`src/hdl/lfdl_pkg.sv`:
```
package lfdl_pkg;

  localparam int LFDL_TABLE_DEPTH  = 65536;
  localparam int LFDL_MODULUS_BITS = 31;
  localparam int LFDL_EXPO_BITS    = 16;
  localparam int LFDL_INDEX_BITS   = 32;
  localparam int LFDL_SQRT_BITS    = 16;
  localparam int LFDL_ROOT_BITS    = 17;
  localparam int LFDL_IK_BITS      = 33;
  localparam int LFDL_POW_BITS     = 32;
  localparam int LFDL_HASH_SHIFT   = 7;
  localparam logic [31:0] LFDL_HASH_MULT = 32'd2654435761;
  localparam int LFDL_RAM_WIDTH    = 1 + LFDL_MODULUS_BITS + LFDL_EXPO_BITS;

  typedef enum logic [3:0] {
    S_IDLE,
    S_MUL,
    S_MUL_WAIT,
    S_DECIDE,
    S_COMB,
    S_POW_CHK,
    S_POW_ACC,
    S_POW_SQR,
    S_SQRT,
    S_CLEAR,
    S_HASH,
    S_PROBE_RD,
    S_PROBE_CHK,
    S_DONE
  } lfdl_state_t;

  typedef enum logic [3:0] {
    PH_RED_A,
    PH_RED_B,
    PH_RED_X,
    PH_RED_T,
    PH_INV_B,
    PH_LIN,
    PH_INV_A1,
    PH_C,
    PH_INV_D,
    PH_GOAL,
    PH_BABY,
    PH_STEP,
    PH_GIANT
  } lfdl_phase_t;

endpackage

```
`src/hdl/lfdl_modmul.sv`:
```
module lfdl_modmul import lfdl_pkg::*; #(
  parameter int MODULUS_BITS = LFDL_MODULUS_BITS
) (
  input  logic                    clk,
  input  logic                    rst_n,
  input  logic                    start,
  input  logic [MODULUS_BITS-1:0] x,
  input  logic [MODULUS_BITS-1:0] y,
  input  logic [MODULUS_BITS-1:0] m,
  output logic                    done,
  output logic [MODULUS_BITS-1:0] prod
);

  localparam int MB = MODULUS_BITS;
  localparam int CW = $clog2(MB + 1);

  logic [MB-1:0] acc_r;
  logic [MB-1:0] xs_r;
  logic [MB-1:0] y_r;
  logic [CW-1:0] cnt_r;
  logic          run_r;
  logic          done_r;
  logic [MB+1:0] sum;
  logic [MB+1:0] m1;
  logic [MB+1:0] m2;
  logic [MB+1:0] red;

  always_comb begin
    m1  = {2'b00, m};
    m2  = {1'b0, m, 1'b0};
    sum = {1'b0, acc_r, 1'b0} + (xs_r[MB-1] ? {2'b00, y_r} : '0);
    if (sum >= m2) begin
      red = sum - m2;
    end else if (sum >= m1) begin
      red = sum - m1;
    end else begin
      red = sum;
    end
  end

  always_ff @(posedge clk) begin
    if (!rst_n) begin
      run_r  <= 1'b0;
      done_r <= 1'b0;
      cnt_r  <= '0;
    end else begin
      done_r <= 1'b0;
      if (start) begin
        run_r <= 1'b1;
        cnt_r <= CW'(MB);
      end else if (run_r) begin
        cnt_r <= cnt_r - CW'(1);
        if (cnt_r == CW'(1)) begin
          run_r  <= 1'b0;
          done_r <= 1'b1;
        end
      end
    end
  end

  always_ff @(posedge clk) begin
    if (start) begin
      acc_r <= '0;
      xs_r  <= x;
      y_r   <= y;
    end else if (run_r) begin
      acc_r <= red[MB-1:0];
      xs_r  <= {xs_r[MB-2:0], 1'b0};
    end
  end

  assign done = done_r;
  assign prod = acc_r;

endmodule
```
`config.mk`:
```
export PLATFORM = sky130hd
export DESIGN_NAME = lfdl_modmul
export DESIGN_NICKNAME = d
export VERILOG_FILES = /design/src/hdl/lfdl_pkg.sv /design/src/hdl/lfdl_modmul.sv
export SDC_FILE = /design/constraint.sdc
export NUM_CORES = 1
export LEC_CHECK = 0
export BUFFER_PORTS_ARGS = -buffer_cell sky130_fd_sc_hd__buf_4
export CAP_MARGIN = 20
export CELL_PAD_IN_SITES_DETAIL_PLACEMENT = 0
export CELL_PAD_IN_SITES_GLOBAL_PLACEMENT = 1
export CORE_MARGIN = 4
export CORE_UTILIZATION = 45
export CTS_BUF_LIST = sky130_fd_sc_hd__clkbuf_16
export CTS_CLUSTER_DIAMETER = 30
export DETAILED_ROUTE_END_ITERATION = 8
export GPL_TIMING_DRIVEN = 1
export PLACE_DENSITY = 0.87
export SLEW_MARGIN = 20
export SYNTH_ARGS = -nofsm -noshare
export SYNTH_HDL_FRONTEND = slang
export SYNTH_SLANG_ARGS = --single-unit
```
`constraint.sdc`:
```
create_clock -name clk -period 7 [get_ports clk]
set_clock_uncertainty 0.15 [all_clocks]
set_input_delay 1.05 -clock clk [delete_from_list [all_inputs] [get_ports clk]]
set_output_delay 1.05 -clock clk [all_outputs]
set_load 0.01 [all_outputs]
```
==> impl_metrics.env <==
export IMPL_final_common_cell="buf_4"
export IMPL_crit_path_end_kind="flip-flop"
export IMPL_dieWidth_um=151
export IMPL_hp_start="prod[19]"
export IMPL_power_per_cell_area_mw_per_mm2=325
export IMPL_path_max_fanout=18
export IMPL_slew_headroom=0.504
export IMPL_p_int_w=0.00189
export IMPL_drive_gt1_frac=0.186
export IMPL_avgSynthCellArea_um2=8.81
export IMPL_antenna_cells=0
export IMPL_finalHoldViolCount=0
export IMPL_worstPathRequired_ns=7.05
export IMPL_place_gp_congestion=0.988
export IMPL_slowest_delay_ns=0.66
export IMPL_grt_max_degree=59
export IMPL_fmax_ghz=0.155
export IMPL_die_h_um=151
export IMPL_ant_nets=0
export IMPL_io_pins=128
export IMPL_placement_setup_worst_slack_ns=0.400
export IMPL_cts_resized=0
export IMPL_final_cell_mix="buf_4, a21oi_1, ha_1"
export IMPL_path_cells="and2_1 -> ha_1 -> a211oi_1 -> o211ai_1 -> a2111oi_2 -> a21oi_1 -> a311oi_1 -> xnor2_1 -> ha_1 -> a211oi_1 -> o21bai_1 -> a211oi_1 -> o21ai_0 -> a221o_1 -> a41oi_2 -> o21a_1 -> nand2_4 -> a221oi_1 -> a2111oi_2"
export IMPL_synthesis_nets=1233
export IMPL_min_path_type="reg2reg"
export IMPL_clkLatencyLatePin_ns=0.34
export IMPL_synthTopCellsByArea="edfxtp_1, ha_1, dfxtp_1"
export IMPL_syn_cell_area_mm2=0.00916
export IMPL_syn_to_final_growth_pct=16.2
export IMPL_finalInstanceArea_mm2=0.0107
export IMPL_max_cap_viol_count=0
export IMPL_pwr_share_seq=0.220
export IMPL_rr_endpoint="prod[15]"
export IMPL_place_detailed_hpwl_um=21700
export IMPL_switching_power_w=0.00157
export IMPL_htree_levels=3
export IMPL_num_fill_cells=1837
export IMPL_irDropWorstVdd_mv=0.132
export IMPL_hold_ws_ns=0.357
export IMPL_ff2ff_path_depth=19
export IMPL_grt_ovfl_total=0
export IMPL_routed_wirelength_um=27000
export IMPL_layout_setup_ws_ns=0.539
export IMPL_rsz0062_at_grt="no"
export IMPL_worst_pin_slew_ns=0.743
export IMPL_crit_type="reg2reg"
export IMPL_core_area_mm2=0.0197
export IMPL_numCtsBuffers=9
export IMPL_yosys_cell_types_count=87
export IMPL_synthesis_instances=1040
export IMPL_p_comb_frac=0.631
export IMPL_worstPathArrival_ns=6.51
export IMPL_fin_crit_ns=6.46
export IMPL_vias=8371
export IMPL_yosys_warnings=0
export IMPL_setup_viol=0
export IMPL_via_per_inst=5.90
export IMPL_rows=51
export IMPL_clkPwrFrac=0.149
export IMPL_clk_pin_slew_ns=0.07
export IMPL_r2r_slack_ns=0.54
export IMPL_yosys_area_top_type="edfxtp_1"
export IMPL_dpl_cell_area_mm2=0.0103
export IMPL_drt_initial_drc_count=676
export IMPL_async_reset_ff_frac=0
export IMPL_p_sw_frac=0.454
export IMPL_p_leak_nw=4.70
export IMPL_dieArea_mm2=0.0227
export IMPL_cts_root_buf="clkbuf_16"
export IMPL_yosysSeqAreaShare=0.286
export IMPL_ctsHoldBuffers=0
export IMPL_final_nets=1342
export IMPL_wire_per_inst_um=19.0
export IMPL_post_route_period_util=0.923
export IMPL_synth_main_ff_cell="edfxtp_1"
export IMPL_antenna_found_initial=0
export IMPL_cp_slowest_cell="o21a_1"
export IMPL_grt_first_pass_wirelength_um=41600
export IMPL_timing_rr_start="xs_r[30]"
export IMPL_status="completed"
export IMPL_startpoint_type="flip-flop"
export IMPL_synth_edf_count=62
export IMPL_netlist_area_leader_share=0.203
export IMPL_holdPathStages=2
export IMPL_cts_tree="built"
export IMPL_cts_max_path_buffers=2
export IMPL_clock_sinks=100
export IMPL_start_util=0.465
export IMPL_tns_ns=0
export IMPL_whs_endpoint="prod[19]"
export IMPL_grt_util_all_layers=0.232
export IMPL_drtPass1Iterations=5
export IMPL_port_buffers=127
export IMPL_regArea_mm2=0.00262
export IMPL_post_route_drc_count=0
export IMPL_multiInputGateArea_mm2=0.00616
export IMPL_grt_pass1_vias=7970
export IMPL_critPathMostFrequentCell="a211oi_1"
export IMPL_slew_viol_final=0
export IMPL_synth_seq_cells=100
power groups by stage:
stage	sequential (W)	combinational (W)	clock, W
floorplan	0.000767	0.00159	0
global placement	0.000778	0.00214	0
detailed placement	0.000777	0.00214	0
CTS	0.000765	0.00215	0.000523
global route	0.000771	0.00238	0.000547
finish	0.000763	0.00218	0.000517
metrics by stage:
| stage | power [W] | cells | util |
|---|---|---|---|
| after CTS | 0.00344 | 1418 | 0.540 |
| after floorplan | 0.00235 | 1040 | - |
| after detailed placement | 0.00292 | 1402 | 0.524 |
| after global placement | 0.00292 | 1401 | 0.523 |
| after global routing | 0.00369 | 1419 | 0.540 |
| final | 0.00346 | 1419 | 0.540 |
routing by layer:
| layer | vias to the layer above | track usage | routed length, µm | share of wire |
|---|---|---|---|---|
| li1 | 4123 | - | - | - |
| met1 | 3957 | 0.309 | 11800 | 0.44 |
| met2 | 254 | 0.400 | 13200 | 0.49 |
| met3 | 37 | 0.0295 | 1400 | 0.052 |
| met4 | 0 | 0.0585 | 605 | 0.022 |
| met5 | - | 0 | 0 | 0 |
synth_stat cells, types with 6 or more instances:
| master | count |
|---|---|
| nor2_1 | 83 |
| nand4_1 | 11 |
| o21ai_0 | 51 |
| a31oi_1 | 14 |
| clkbuf_1 | 22 |
| nor4_1 | 6 |
| nor3_1 | 18 |
| a311oi_1 | 11 |
| ha_1 | 94 |
| a21oi_1 | 102 |
| o21bai_1 | 9 |
| xor2_1 | 21 |
| and2_1 | 36 |
| inv_1 | 54 |
| nand2_1 | 48 |
| nand3_1 | 34 |
| or3_1 | 6 |
| a21o_1 | 44 |
| xnor2_1 | 62 |
| edfxtp_1 | 62 |
| a211oi_1 | 20 |
| a31o_2 | 6 |
| o21a_1 | 9 |
| buf_2 | 8 |
| dfxtp_1 | 38 |
| o211ai_1 | 11 |
| mux2_2 | 31 |
| and3_1 | 15 |
sequential cells by signal, indices dropped and copies added, names as in the netlist:
signal and flops:
done 1, run_r 1, prod 31, xs_r 31, cnt_r 5, y_r 31
critical path, delay by kind of cell (launching register included):
kind | cells | cell delay, ns
compound gates | 14 | 4.15
flops | 1 | 0.57
simple gates | 2 | 0.48
xor+xnor | 1 | 0.27
fa+ha+maj | 2 | 0.67
worst max path at each step:
stage / slack [ns] / cells past startpoint / endpoint / startpoint
6_report: 0.54 / 19 / prod[15] / xs_r[30]
5_1_grt: 0.17 / 23 / prod[23] / xs_r[30]
4_1_cts: 0.35 / 19 / prod[15] / xs_r[30]
3_5_place_dp: 0.40 / 19 / prod[15] / xs_r[30]
3_3_place_gp: 0.57 / 19 / prod[15] / xs_r[30]
2_1_floorplan: 1.64 / 24 / prod[14] / xs_r[30]
what timing repair did:
| action | in CTS | in global routing |
|---|---|---|
| setup endpoints to repair | 0 | 14 |
| buffers inserted | 0 | 1 |
| endpoints found under the hold margin | 0 | 0 |
area by class of cell:
class	count	area share
Clock buffer	9	0.0211
Multi-Input combinational cell	849	0.578
Timing Repair Buffer	134	0.0967
Tap cell	265	0.0311
Sequential cell	100	0.246
Inverter	55	0.0194
Clock inverter	7	0.00752
cell families after synthesis:
group	share of synthesized area
fa+ha+maj	0.135
flops	0.286
xor+xnor	0.0793
compound gates	0.253
simple gates	0.160
mux	0.0441
buf+inv	0.0421
(Power assumes the default switching activity.)
